`config.mk`:
```
export PLATFORM = sky130hd
export DESIGN_NAME = huber_loss_reduce
export DESIGN_NICKNAME = d
export VERILOG_FILES = /design/src/hdl/hlr_pkg.sv /design/src/hdl/hlr_front.sv /design/src/hdl/hlr_queue.sv /design/src/hdl/hlr_back.sv /design/src/hdl/huber_loss_reduce.sv
export SDC_FILE = /design/constraint.sdc
export NUM_CORES = 2
export LEC_CHECK = 0
export BUFFER_PORTS_ARGS = -buffer_cell sky130_fd_sc_hd__buf_2
export CAP_MARGIN = 25
export CORE_MARGIN = 10
export CORE_UTILIZATION = 25
export DETAILED_ROUTE_END_ITERATION = 8
export PLACE_DENSITY = 0.37
export SLEW_MARGIN = 20
export SYNTH_ARGS = -nofsm -noshare
export SYNTH_HDL_FRONTEND = slang
export SYNTH_SLANG_ARGS = --single-unit
```
`constraint.sdc`:
```
create_clock -name clk -period 8.8 [get_ports clk]
set_clock_uncertainty 0.1 [all_clocks]
set_input_delay 0.44 -clock clk [delete_from_list [all_inputs] [get_ports clk]]
set_output_delay 0.44 -clock clk [all_outputs]
set_load 0.02 [all_outputs]
```
`src/hdl/hlr_pkg.sv`:
```
`timescale 1ns / 1ps
// ----------------------------------------------------------------------------
// hlr_pkg
// Types and constants shared by the Huber loss reduction block.
// ----------------------------------------------------------------------------
package hlr_pkg;

  localparam int DATA_W  = 16;
  localparam int AD_W    = 17;   // |pred - target| needs one bit more
  localparam int PROD_W  = 34;
  localparam int DSQ_W   = 32;
  localparam int LOSS_W  = 34;
  localparam int SUM_W   = 48;
  localparam int CNT_W   = 17;

  localparam int QUEUE_DEPTH = 4;
  localparam int QPTR_W      = 2;
  localparam int QCNT_W      = 3;

  localparam int DIV_STEPS = 48;
  localparam int DIV_CNT_W = 6;

  // configuration register indexes
  localparam logic CFG_DELTA       = 1'b0;
  localparam logic CFG_REDUCE_MEAN = 1'b1;

  localparam logic [DATA_W-1:0] DELTA_RESET       = 16'd256;
  localparam logic              REDUCE_MEAN_RESET = 1'b1;

  // one classified element travelling from front to back
  typedef struct packed {
    logic [AD_W-1:0] diff_mag;
    logic            lin;
    logic            last;
  } hlr_item_t;

  typedef enum logic [1:0] {
    RES_IDLE,
    RES_DIV,
    RES_HOLD
  } res_state_t;

endpackage

```
`src/hdl/hlr_front.sv`:
```
`timescale 1ns / 1ps
// ----------------------------------------------------------------------------
// hlr_front
// Accepts sample pairs, forms |pred - target| and picks the loss branch.
// ----------------------------------------------------------------------------
module hlr_front import hlr_pkg::*; (
  input  logic                     clk,
  input  logic                     rst_n,
  input  logic                     in_valid,
  output logic                     in_ready,
  input  logic signed [DATA_W-1:0] in_pred_value,
  input  logic signed [DATA_W-1:0] in_target_value,
  input  logic                     in_last,
  input  logic [DATA_W-1:0]        delta,
  output logic                     item_valid,
  input  logic                     item_ready,
  output hlr_item_t                item
);

  logic            vld_r;
  hlr_item_t       item_r;
  logic [AD_W-1:0] diff;
  logic [AD_W-1:0] diff_mag;

  assign diff     = {in_pred_value[DATA_W-1], in_pred_value}
                  - {in_target_value[DATA_W-1], in_target_value};
  assign diff_mag = diff[AD_W-1] ? (~diff + 1'b1) : diff;

  assign in_ready   = !vld_r || item_ready;
  assign item_valid = vld_r;
  assign item       = item_r;

  always_ff @(posedge clk) begin
    if (!rst_n) begin
      vld_r <= 1'b0;
    end else if (in_ready) begin
      vld_r <= in_valid;
    end
  end

  always_ff @(posedge clk) begin
    if (in_valid && in_ready) begin
      item_r.diff_mag <= diff_mag;
      item_r.lin      <= diff_mag > {1'b0, delta};
      item_r.last     <= in_last;
    end
  end

endmodule

```
`src/hdl/hlr_queue.sv`:
```
`timescale 1ns / 1ps
// ----------------------------------------------------------------------------
// hlr_queue
// Short register queue between front and back.
// ----------------------------------------------------------------------------
module hlr_queue import hlr_pkg::*; (
  input  logic      clk,
  input  logic      rst_n,
  input  logic      push_valid,
  output logic      push_ready,
  input  hlr_item_t push_item,
  output logic      pop_valid,
  input  logic      pop_ready,
  output hlr_item_t pop_item
);

  hlr_item_t         mem_r [QUEUE_DEPTH];
  logic [QPTR_W-1:0] wr_ptr_r;
  logic [QPTR_W-1:0] rd_ptr_r;
  logic [QCNT_W-1:0] cnt_r;
  logic              do_push;
  logic              do_pop;

  assign push_ready = cnt_r != QCNT_W'(QUEUE_DEPTH);
  assign pop_valid  = cnt_r != '0;
  assign pop_item   = mem_r[rd_ptr_r];
  assign do_push    = push_valid && push_ready;
  assign do_pop     = pop_valid && pop_ready;

  always_ff @(posedge clk) begin
    if (!rst_n) begin
      wr_ptr_r <= '0;
      rd_ptr_r <= '0;
      cnt_r    <= '0;
    end else begin
      if (do_push) begin
        wr_ptr_r <= wr_ptr_r + 1'b1;
      end
      if (do_pop) begin
        rd_ptr_r <= rd_ptr_r + 1'b1;
      end
      if (do_push && !do_pop) begin
        cnt_r <= cnt_r + 1'b1;
      end else if (do_pop && !do_push) begin
        cnt_r <= cnt_r - 1'b1;
      end
    end
  end

  always_ff @(posedge clk) begin
    if (do_push) begin
      mem_r[wr_ptr_r] <= push_item;
    end
  end

  a_cnt_bound: assert property (@(posedge clk) disable iff (!rst_n)
    cnt_r <= QCNT_W'(QUEUE_DEPTH))
    else $error("queue fill count beyond depth");

endmodule

```
`src/hdl/hlr_back.sv`:
```
`timescale 1ns / 1ps
// ----------------------------------------------------------------------------
// hlr_back
// Element loss, batch accumulation and the result unit with a serial divider.
// ----------------------------------------------------------------------------
module hlr_back import hlr_pkg::*; #(
  parameter int MAX_ELEMENTS = 65536
) (
  input  logic              clk,
  input  logic              rst_n,
  input  logic              item_valid,
  output logic              item_ready,
  input  hlr_item_t         item,
  input  logic [DATA_W-1:0] delta,
  input  logic              reduce_mean,
  output logic              out_valid,
  input  logic              out_ready,
  output logic [SUM_W-1:0]  out_loss_total,
  output logic [CNT_W-1:0]  out_element_count,
  output logic              out_overflow
);

  localparam logic [CNT_W-1:0] MAX_CNT = CNT_W'(MAX_ELEMENTS);

  // multiply stage
  logic              m_vld_r;
  logic              m_lin_r;
  logic              m_last_r;
  logic [PROD_W-1:0] prod_r;
  logic [DSQ_W-1:0]  dsq_r;
  logic [AD_W-1:0]   mul_a;

  // accumulate stage
  logic [SUM_W-1:0]  sum_r;
  logic [CNT_W-1:0]  cnt_r;
  logic              drop_r;
  logic [PROD_W:0]   twice_lin;
  logic [LOSS_W-1:0] loss;
  logic              keep;
  logic [SUM_W-1:0]  sum_nxt;
  logic [CNT_W-1:0]  cnt_nxt;
  logic              drop_nxt;
  logic              acc_take;
  logic              close_batch;
  logic              do_div;

  // result unit
  res_state_t           state_r;
  res_state_t           state_nxt;
  logic [SUM_W-1:0]     quo_r;
  logic [CNT_W-1:0]     rem_r;
  logic [CNT_W-1:0]     den_r;
  logic [CNT_W-1:0]     ecnt_r;
  logic                 ovf_r;
  logic [DIV_CNT_W-1:0] div_cnt_r;
  logic [CNT_W:0]       rem_sh;
  logic [CNT_W:0]       rem_dif;
  logic                 rem_ge;

  // ---- multiply ----
  assign mul_a      = item.lin ? {1'b0, delta} : item.diff_mag;
  assign acc_take   = m_vld_r && !(m_last_r && state_r != RES_IDLE);
  assign item_ready = !m_vld_r || acc_take;

  always_ff @(posedge clk) begin
    if (!rst_n) begin
      m_vld_r <= 1'b0;
    end else if (item_ready) begin
      m_vld_r <= item_valid;
    end
  end

  always_ff @(posedge clk) begin
    dsq_r <= delta * delta;
    if (item_valid && item_ready) begin
      prod_r   <= mul_a * item.diff_mag;
      m_lin_r  <= item.lin;
      m_last_r <= item.last;
    end
  end

  // ---- accumulate ----
  // linear branch: (2*delta*|d| - delta^2) / 2, truncated
  assign twice_lin = {prod_r, 1'b0} - {3'b000, dsq_r};
  assign loss      = m_lin_r ? twice_lin[PROD_W:1] : {1'b0, prod_r[PROD_W-1:1]};
  assign keep      = cnt_r < MAX_CNT;
  assign sum_nxt   = keep ? sum_r + {{(SUM_W-LOSS_W){1'b0}}, loss} : sum_r;
  assign cnt_nxt   = keep ? cnt_r + 1'b1 : cnt_r;
  assign drop_nxt  = drop_r || !keep;

  assign close_batch = acc_take && m_last_r;
  assign do_div      = reduce_mean && (cnt_nxt != '0);

  always_ff @(posedge clk) begin
    if (!rst_n) begin
      sum_r  <= '0;
      cnt_r  <= '0;
      drop_r <= 1'b0;
    end else if (acc_take) begin
      if (m_last_r) begin
        sum_r  <= '0;
        cnt_r  <= '0;
        drop_r <= 1'b0;
      end else begin
        sum_r  <= sum_nxt;
        cnt_r  <= cnt_nxt;
        drop_r <= drop_nxt;
      end
    end
  end

  // ---- result unit: restoring divide, one quotient bit per cycle ----
  assign rem_sh  = {rem_r, quo_r[SUM_W-1]};
  assign rem_dif = rem_sh - {1'b0, den_r};
  assign rem_ge  = rem_sh >= {1'b0, den_r};

  always_comb begin
    state_nxt = state_r;
    unique case (state_r)
      RES_IDLE: begin
        if (close_batch) begin
          state_nxt = do_div ? RES_DIV : RES_HOLD;
        end
      end
      RES_DIV: begin
        if (div_cnt_r == '0) begin
          state_nxt = RES_HOLD;
        end
      end
      RES_HOLD: begin
        if (out_ready) begin
          state_nxt = RES_IDLE;
        end
      end
      default: state_nxt = RES_IDLE;
    endcase
  end

  always_ff @(posedge clk) begin
    if (!rst_n) begin
      state_r <= RES_IDLE;
    end else begin
      state_r <= state_nxt;
    end
  end

  always_ff @(posedge clk) begin
    if (state_r == RES_IDLE && close_batch) begin
      // mean of an empty batch reads as zero
      quo_r     <= (reduce_mean && !do_div) ? '0 : sum_nxt;
      rem_r     <= '0;
      den_r     <= cnt_nxt;
      ecnt_r    <= cnt_nxt;
      ovf_r     <= drop_nxt;
      div_cnt_r <= DIV_CNT_W'(DIV_STEPS - 1);
    end else if (state_r == RES_DIV) begin
      rem_r     <= rem_ge ? rem_dif[CNT_W-1:0] : rem_sh[CNT_W-1:0];
      quo_r     <= {quo_r[SUM_W-2:0], rem_ge};
      div_cnt_r <= div_cnt_r - 1'b1;
    end
  end

  always_comb begin
    out_valid         = state_r == RES_HOLD;
    out_loss_total    = quo_r;
    out_element_count = ecnt_r;
    out_overflow      = ovf_r;
  end

  a_cnt_limit: assert property (@(posedge clk) disable iff (!rst_n)
    cnt_r <= MAX_CNT)
    else $error("element count past batch limit");

  a_div_end: assert property (@(posedge clk) disable iff (!rst_n)
    (state_r == RES_DIV && div_cnt_r == '0) |=> state_r == RES_HOLD)
    else $error("divider did not hand over its quotient");

  a_batch_clear: assert property (@(posedge clk) disable iff (!rst_n)
    close_batch |=> (cnt_r == '0 && sum_r == '0 && !drop_r))
    else $error("batch state not cleared after last word");

endmodule

```
`src/hdl/huber_loss_reduce.sv`:
```
`timescale 1ns / 1ps
// ----------------------------------------------------------------------------
// huber_loss_reduce
// Huber loss over a stream of Q8.8 pairs, summed or averaged per batch.
// Result: a sum goes straight to the output register; a mean first passes
//   through the bit-serial divider.
// Throughput: one pair per cycle; a last word waits in the back end until
//   the previous batch result has been taken.
// Reset: synchronous, active low; clears queue, batch sums and the result
//   unit, and sets delta to 1.0 and mean reduction on.
// ----------------------------------------------------------------------------
module huber_loss_reduce import hlr_pkg::*; #(
  parameter int MAX_ELEMENTS = 65536
) (
  input  logic                     clk,
  input  logic                     rst_n,
  input  logic                     in_valid,
  output logic                     in_ready,
  input  logic signed [DATA_W-1:0] in_pred_value,
  input  logic signed [DATA_W-1:0] in_target_value,
  input  logic                     in_last,
  output logic                     out_valid,
  input  logic                     out_ready,
  output logic [SUM_W-1:0]         out_loss_total,
  output logic [CNT_W-1:0]         out_element_count,
  output logic                     out_overflow,
  input  logic                     cfg_valid,
  output logic                     cfg_ready,
  input  logic                     cfg_index,
  input  logic [DATA_W-1:0]        cfg_data
);

  logic [DATA_W-1:0] delta_r;
  logic              reduce_mean_r;

  logic      f_valid;
  logic      f_ready;
  hlr_item_t f_item;
  logic      q_valid;
  logic      q_ready;
  hlr_item_t q_item;

  assign cfg_ready = 1'b1;

  always_ff @(posedge clk) begin
    if (!rst_n) begin
      delta_r       <= DELTA_RESET;
      reduce_mean_r <= REDUCE_MEAN_RESET;
    end else if (cfg_valid && cfg_ready) begin
      unique case (cfg_index)
        CFG_DELTA:       delta_r       <= cfg_data;
        CFG_REDUCE_MEAN: reduce_mean_r <= cfg_data[0];
        default: ;
      endcase
    end
  end

  hlr_front u_front (
    .clk             (clk),
    .rst_n           (rst_n),
    .in_valid        (in_valid),
    .in_ready        (in_ready),
    .in_pred_value   (in_pred_value),
    .in_target_value (in_target_value),
    .in_last         (in_last),
    .delta           (delta_r),
    .item_valid      (f_valid),
    .item_ready      (f_ready),
    .item            (f_item)
  );

  hlr_queue u_queue (
    .clk        (clk),
    .rst_n      (rst_n),
    .push_valid (f_valid),
    .push_ready (f_ready),
    .push_item  (f_item),
    .pop_valid  (q_valid),
    .pop_ready  (q_ready),
    .pop_item   (q_item)
  );

  hlr_back #(
    .MAX_ELEMENTS (MAX_ELEMENTS)
  ) u_back (
    .clk               (clk),
    .rst_n             (rst_n),
    .item_valid        (q_valid),
    .item_ready        (q_ready),
    .item              (q_item),
    .delta             (delta_r),
    .reduce_mean       (reduce_mean_r),
    .out_valid         (out_valid),
    .out_ready         (out_ready),
    .out_loss_total    (out_loss_total),
    .out_element_count (out_element_count),
    .out_overflow      (out_overflow)
  );

endmodule

```
### Word level (Yosys, flattened, before mapping)

Memories as Yosys holds them, arrays and structs flattened. A register that Yosys moved wholly into a read port is not among the register bits.
Index checks and enable logic that the tools add are counted.

| storage, ports and cells | value |
|---|---|
| register bits | 270 |
| bits in writable memories | 76 |
| input port bits | 55 |
| output and inout bits | 69 |
| memories | 1 |

| operators by class | value |
|---|---|
| add/subtract/negate cells | 11 |
| $mul | 2 |
| order comparisons | 3 |
| equality and inequality tests | 6 |
| multiplexer cells | 23 |
| bitwise gates (word level) | 2 |
| reductions and logical operators | 31 |

Memory list:

| memory | words | bits a word | read ports | clocked after memory_dff | write ports | line | source |
|---|---|---|---|---|---|---|---|
| u_queue.mem_r | 4 | 19 | 1 | 1 | 1 | hlr_queue.sv:17 | `hlr_item_t mem_r [QUEUE_DEPTH];` |

Operator list:

| operator | count |
|---|---|
| 48-bit 2-to-1 mux | 5 |
| 17-bit 2-to-1 mux | 5 |
| 48-bit by 34-bit adder with 48-bit output | 1 |
| 35-bit by 32-bit subtractor with 35-bit output | 1 |
| 17-bit by 1-bit adder with 17-bit output (second input constant) | 2 |
| 17-bit by 17-bit multiplier with 34-bit output | 1 |
| 34-bit 2-to-1 mux | 1 |
| 16-bit by 16-bit multiplier with 32-bit output | 1 |
| 18-bit by 17-bit greater-or-equal comparator with 1-bit output | 1 |
| 17-bit by 16-bit > comparator with 1-bit output | 1 |
| 17-bit < comparator (second input constant) | 1 |
| 17-bit inverter | 1 |
| 17-bit nonzero test | 1 |
| 16-bit by 16-bit subtractor with 17-bit output | 1 |
| 17-bit subtractor | 1 |
| 2-bit 2-to-1 mux | 6 |
| 1-bit logical AND | 11 |
| 1-bit zero test | 7 |
| 6-bit zero test | 1 |
| 3-bit 2-to-1 mux | 2 |
| 2-bit by 1-bit != test with 1-bit output (second input constant) | 3 |
| 2-bit one-hot mux with 3 select lines | 1 |
| 2-bit nonzero test | 3 |
| 6-bit by 1-bit subtractor with 6-bit output (second input constant) | 1 |
| 13 further kinds | 19 |

### Longest topological paths before layout

| depth | value |
|---|---|
| depth after elaboration | 9 |
| depth in mapped cells | 31 |
| mapped depth without buffers | 28 |

### By module

Synthesis repeated with hierarchy kept, for this count alone.

| unflattened totals | value |
|---|---|
| cells, all modules | 3912 |
| area total of the unflattened synthesis | 36845.3 um^2 |

By module, submodules not included:

| module | instances | cells an instance | area each (um^2) | seq. area each (um^2) |
|---|---|---|---|---|
| hlr_back | 1 | 3421 | 30494.2 | 5525.3 |
| hlr_queue | 1 | 147 | 3280.6 | 2462.4 |
| hlr_front | 1 | 268 | 2357.3 | 590.6 |
| huber_loss_reduce | 1 | 76 | 713.2 | 340.3 |

### Least setup slack after synthesis

OpenSTA, ideal clock, no wires.

| timing path | value |
|---|---|
| path type | register to register |
| from | register (tool-made name) |
| to | register u_back.prod_r[31] (data pin) |
| arrival time | 7236 ps |
| required time | 8437 ps |
| path slack | 1202 ps |
| stages on the path, launching flop included | 28 |
| cells stage by stage | dfxtp_1 > buf_2 > mux2_2 > o21ai_0 > clkbuf_1 > clkbuf_1 > nand2_1 > o21ai_0 > clkbuf_1 > nand2_1 > fa_1 > fa_1 > fa_1 > fa_1 > inv_1 > fa_1 > inv_1 > fa_1 > inv_1 > ha_1 > a21o_1 > a21o_1 > a21oi_1 > o31ai_1 > o221a_2 > a2111oi_0 > nor2_1 > xor2_1 |

RTL lines:

| item | line | source |
|---|---|---|
| end signal, assigned | hlr_back.sv:76 | `prod_r <= mul_a * item.diff_mag;` |
| end, declared | hlr_back.sv:29 | `logic [PROD_W-1:0] prod_r;` |

==> Flow_metrics.wiki <==
{| class="wikitable"
! Metric !! Value
|-
| Fraction of registers with async set or reset after synthesis || 0%
|-
| Fillers || 15,378
|-
| Syn Std Cell Area || 0.0362 mm²
|-
| Total CTS buffers || 46
|-
| Wire length of the first global-routing pass || 176 mm
|-
| Detailed-route wire length per cell || 18.6 µm
|-
| Crit-path max FO || 22
|-
| Routed via count divided by cell count || 4.45
|-
| Global Route Usage Sum || 14.0%
|-
| Clock insertion delay at the later pin of the skew report || 0.64 ns
|-
| Post-layout minimum cycle time || 8.02 ns
|-
| H-tree lvl count || 2
|-
| Yosys cell types || 81
|-
| Post-CTS clock slew at the launch and capture registers of the worst setup and hold paths || 0.06 ns
|-
| Post-synthesis average cell area || 9.10 µm²
|-
| Hold violation count in the final report || 0
|-
| Net total in the final layout || 4,892
|-
| Final-report max-slew violation count || 0
|-
| Part of the Yosys area used for sequential elements || 24.6%
|-
| Cell depth of the worst hold path || 4
|-
| Period utilization || 91.1%
|-
| Post-synth net total || 4,761
|-
| Warning count from the yosys run || 0
|-
| Sequential cell area in the final layout || 0.00892 mm²
|-
| DIE AREA || 0.161 mm²
|-
| Kind of start point of the critical path || register
|-
| Hold WS || 0.0572 ns
|-
| Largest buffer count on any clock path || 3
|-
| Number of cell instances on the worst register-to-register path || 27
|-
| Final core utilization || 28.6%
|-
| Number of endpoints failing setup at the final stage || 0
|-
| FMAX || 125 MHz
|-
| Final weighted congestion in routability-driven placement || 0.787
|-
| Outcome || complete, no violations
|-
| Number of global-route vias before repair || 28,850
|-
| Remaining antenna violation count || 0
|-
| Sum of net half-perimeters after detailed placement || 90.3 mm
|-
| Cells after synthesis || 3,982
|-
| Number of placement rows || 139
|-
| Pre-CTS worst setup slack || 0.597 ns
|-
| Fraction of layout cells with a size suffix above 1 || 9.06%
|-
| EDFF count, synth || 197
|-
| Total I/O pin count || 124
|-
| Post-synth top flop || sky130_fd_sc_hd__edfxtp_1
|-
| Initial core utilization || 25.2%
|-
| Total area of multi-input combinational cells || 0.0244 mm²
|-
| Arrival time at the worst endpoint || 8.35 ns
|-
| Sum Neg Setup Slack || 0 ns
|-
| Standard cell core area || 0.144 mm²
|-
| Relative slew slack || 31.1%
|-
| Remaining DRCs || 0
|-
| Crit Path Category || register to register
|-
| Class of the most critical hold timing path || input pin to register
|-
| Wirelength, routed || 113 mm
|-
| Endpoint type of the worst setup path || register
|-
| Pre-antenna DRT Iters || 5
|-
| Buffer type at the clock tree root || sky130_fd_sc_hd__clkbuf_16
|-
| Max_cap viols || 0
|-
| Largest net degree at the start of global routing || 62
|-
| Global route overflow || 0
|-
| Layout-stage area growth over the synthesis result || 13.6%
|-
| Slack of the critical path || 0.785 ns
|-
| Synthesized flop and latch total || 347
|-
| Initial DRC Count || 1,259
|-
| Worst endpoint required time || 9.13 ns
|-
| Port-buffer cells || 122
|-
| Slew at the pin closest to its max-slew limit || 1.03 ns
|-
| Initial antenna violation count || 3
|-
| Height of the die || 401 µm
|-
| Clk sinks || 347
|-
| Die width || 401 µm
|-
| DR vias || 26,952
|-
| Clock tree from TritonCTS || built
|-
| Unrepaired setup endpoints after global routing || false
|}
[layout make-up]
type / instances / area share, %
clock inverter: 35 / 0.939
clock buffer: 50 / 2.88
multi-input combinational: 2847 / 59.2
inverter: 639 / 5.83
antenna: 4 / 0.0243
timing repair inverter: 1 / 0.0122
tap: 1903 / 5.78
sequential: 347 / 21.7
timing repair buffer: 231 / 3.68
[layout by cell type, fill, tap and decap left out, types with 39 or more instances in the layout]
cell type / Yosys / routed
sky130_fd_sc_hd__fa_1: 392 / 392
sky130_fd_sc_hd__mux2i_1: 41 / 40
sky130_fd_sc_hd__edfxtp_1: 197 / 197
sky130_fd_sc_hd__and2_1: 61 / 60
sky130_fd_sc_hd__nor3_1: 40 / 39
sky130_fd_sc_hd__a21o_1: 65 / 65
sky130_fd_sc_hd__nand2_1: 457 / 456
sky130_fd_sc_hd__a21oi_1: 193 / 193
sky130_fd_sc_hd__clkbuf_16: 0 / 46
sky130_fd_sc_hd__dfxtp_1: 150 / 148
sky130_fd_sc_hd__nor2b_1: 59 / 59
sky130_fd_sc_hd__ha_1: 332 / 332
sky130_fd_sc_hd__o21ai_0: 191 / 188
sky130_fd_sc_hd__xor2_1: 59 / 59
sky130_fd_sc_hd__nand3_1: 55 / 55
sky130_fd_sc_hd__xnor2_1: 130 / 130
sky130_fd_sc_hd__buf_2: 11 / 122
sky130_fd_sc_hd__inv_1: 632 / 630
sky130_fd_sc_hd__nor2_1: 290 / 290
sky130_fd_sc_hd__buf_4: 1 / 88
[cell families after synthesis]
family	Yosys count	share of synthesized area (%)
adders and majority gates	724	33.1
other	1	0.0103
muxes	88	2.90
xor gates and xnor gates	189	4.57
DFF	347	24.6
buffers and inverters	788	8.21
AOI/OAI and AO/OA	728	12.6
and+or+nand+nor	1117	14.0
[path summary, 6_finish.rpt]
kind,endpoint,slack (ns),start
max,u_back.prod_r[33],0.78,register
min,reduce_mean_r,0.06,cfg_valid
max reg2reg,u_back.prod_r[33],0.78,register
min reg2reg,u_back.drop_r,0.38,u_back.drop_r
[sequential cells by signal, summed over array words and instances (netlist names), 2 cells and up, named ones only]
| signal | flops |
|---|---|
| u_back.state_r | 2 |
| u_back.dsq_r | 31 |
| u_queue.cnt_r | 3 |
| u_back.out_loss_total | 48 |
| u_back.div_cnt_r | 6 |
| u_queue.rd_ptr_r | 2 |
| u_front.item | 19 |
| u_back.prod_r | 34 |
| u_back.rem_r | 17 |
| u_back.sum_r | 48 |
| delta_r | 16 |
| u_back.out_element_count | 17 |
| u_queue.wr_ptr_r | 2 |
| u_queue.mem_r | 76 |
| u_back.cnt_r | 17 |
[Yosys cell counts, types with 18 or more instances]
| cell type | number | share of area [%] |
|---|---|---|
| sky130_fd_sc_hd__dfxtp_1 | 150 | 8.3 |
| sky130_fd_sc_hd__mux2_2 | 37 | 1.1 |
| sky130_fd_sc_hd__a22oi_1 | 28 | 0.58 |
| sky130_fd_sc_hd__nor2b_1 | 59 | 1.0 |
| sky130_fd_sc_hd__o21ai_0 | 191 | 2.6 |
| sky130_fd_sc_hd__xor2_1 | 59 | 1.4 |
| sky130_fd_sc_hd__a21oi_1 | 193 | 2.7 |
| sky130_fd_sc_hd__nand2_1 | 457 | 4.7 |
| sky130_fd_sc_hd__nand2b_1 | 31 | 0.54 |
| sky130_fd_sc_hd__nor2_1 | 290 | 3.0 |
| sky130_fd_sc_hd__ha_1 | 332 | 11 |
| sky130_fd_sc_hd__xnor2_1 | 130 | 3.1 |
| sky130_fd_sc_hd__and2_1 | 61 | 1.1 |
| sky130_fd_sc_hd__a21boi_0 | 18 | 0.37 |
| sky130_fd_sc_hd__o21ai_1 | 18 | 0.25 |
| sky130_fd_sc_hd__inv_1 | 632 | 6.5 |
| sky130_fd_sc_hd__o21a_1 | 32 | 0.66 |
| sky130_fd_sc_hd__a21o_1 | 65 | 1.3 |
| sky130_fd_sc_hd__nand3_1 | 55 | 0.76 |
| sky130_fd_sc_hd__and3_1 | 18 | 0.31 |
| sky130_fd_sc_hd__fa_1 | 392 | 22 |
| sky130_fd_sc_hd__clkbuf_1 | 132 | 1.4 |
| sky130_fd_sc_hd__a31oi_1 | 31 | 0.54 |
| sky130_fd_sc_hd__or3_1 | 27 | 0.47 |
| sky130_fd_sc_hd__mux2i_1 | 41 | 1.1 |
| sky130_fd_sc_hd__nor3_1 | 40 | 0.55 |
| sky130_fd_sc_hd__edfxtp_1 | 197 | 16 |
| sky130_fd_sc_hd__nand4_1 | 27 | 0.47 |
| sky130_fd_sc_hd__o211ai_1 | 20 | 0.41 |
[metrics by stage]
stage | instances | cell area (µm²)
after floorplan | 3982 | 36200
after global placement | 5946 | 39400
after detailed placement | 5949 | 39400
after CTS | 6052 | 41200
after global routing | 6053 | 41200
final | 6057 | 41200
[routing by layer]
metal	vias up	GRT usage, %	wire [µm]
li1	13423	-	-
met3	129	1.82	3760
met2	441	23.1	51600
met1	12959	18.9	53900
met4	0	4.09	3510
met5	-	0	0
[worst max-delay path, stage by stage, from the launching register on]
cell and delay [ns]:
sky130_fd_sc_hd__dfxtp_2 0.34, sky130_fd_sc_hd__buf_4 0.31, sky130_fd_sc_hd__mux2i_1 0.23, sky130_fd_sc_hd__nand2_1 0.11, sky130_fd_sc_hd__o21ai_4 0.32, sky130_fd_sc_hd__clkinvlp_4 0.43
sky130_fd_sc_hd__nand2_1 0.17, sky130_fd_sc_hd__o21a_1 0.26, sky130_fd_sc_hd__nor2_1 0.10, sky130_fd_sc_hd__fa_1 0.55, sky130_fd_sc_hd__inv_1 0.06, sky130_fd_sc_hd__fa_1 0.46
sky130_fd_sc_hd__fa_1 0.50, sky130_fd_sc_hd__fa_1 0.55, sky130_fd_sc_hd__inv_1 0.06, sky130_fd_sc_hd__fa_1 0.47, sky130_fd_sc_hd__inv_1 0.05, sky130_fd_sc_hd__fa_1 0.47
sky130_fd_sc_hd__inv_1 0.04, sky130_fd_sc_hd__ha_1 0.34, sky130_fd_sc_hd__a21o_1 0.18, sky130_fd_sc_hd__a21o_1 0.17, sky130_fd_sc_hd__a21oi_1 0.14, sky130_fd_sc_hd__o31ai_1 0.19
sky130_fd_sc_hd__o221a_2 0.36, sky130_fd_sc_hd__a2111oi_1 0.46, sky130_fd_sc_hd__nor2_1 0.14, sky130_fd_sc_hd__a211oi_1 0.25
[repair_timing]
action,CTS,global route
hold buffers,18,0
hold endpoints to repair,18,0
setup buffers,0,0
endpoints found under the setup margin,0,2
gates resized for setup,0,3
Power is not shown: default switching activity piles up to over one toggle a cycle in this logic, so the estimate is an artifact.
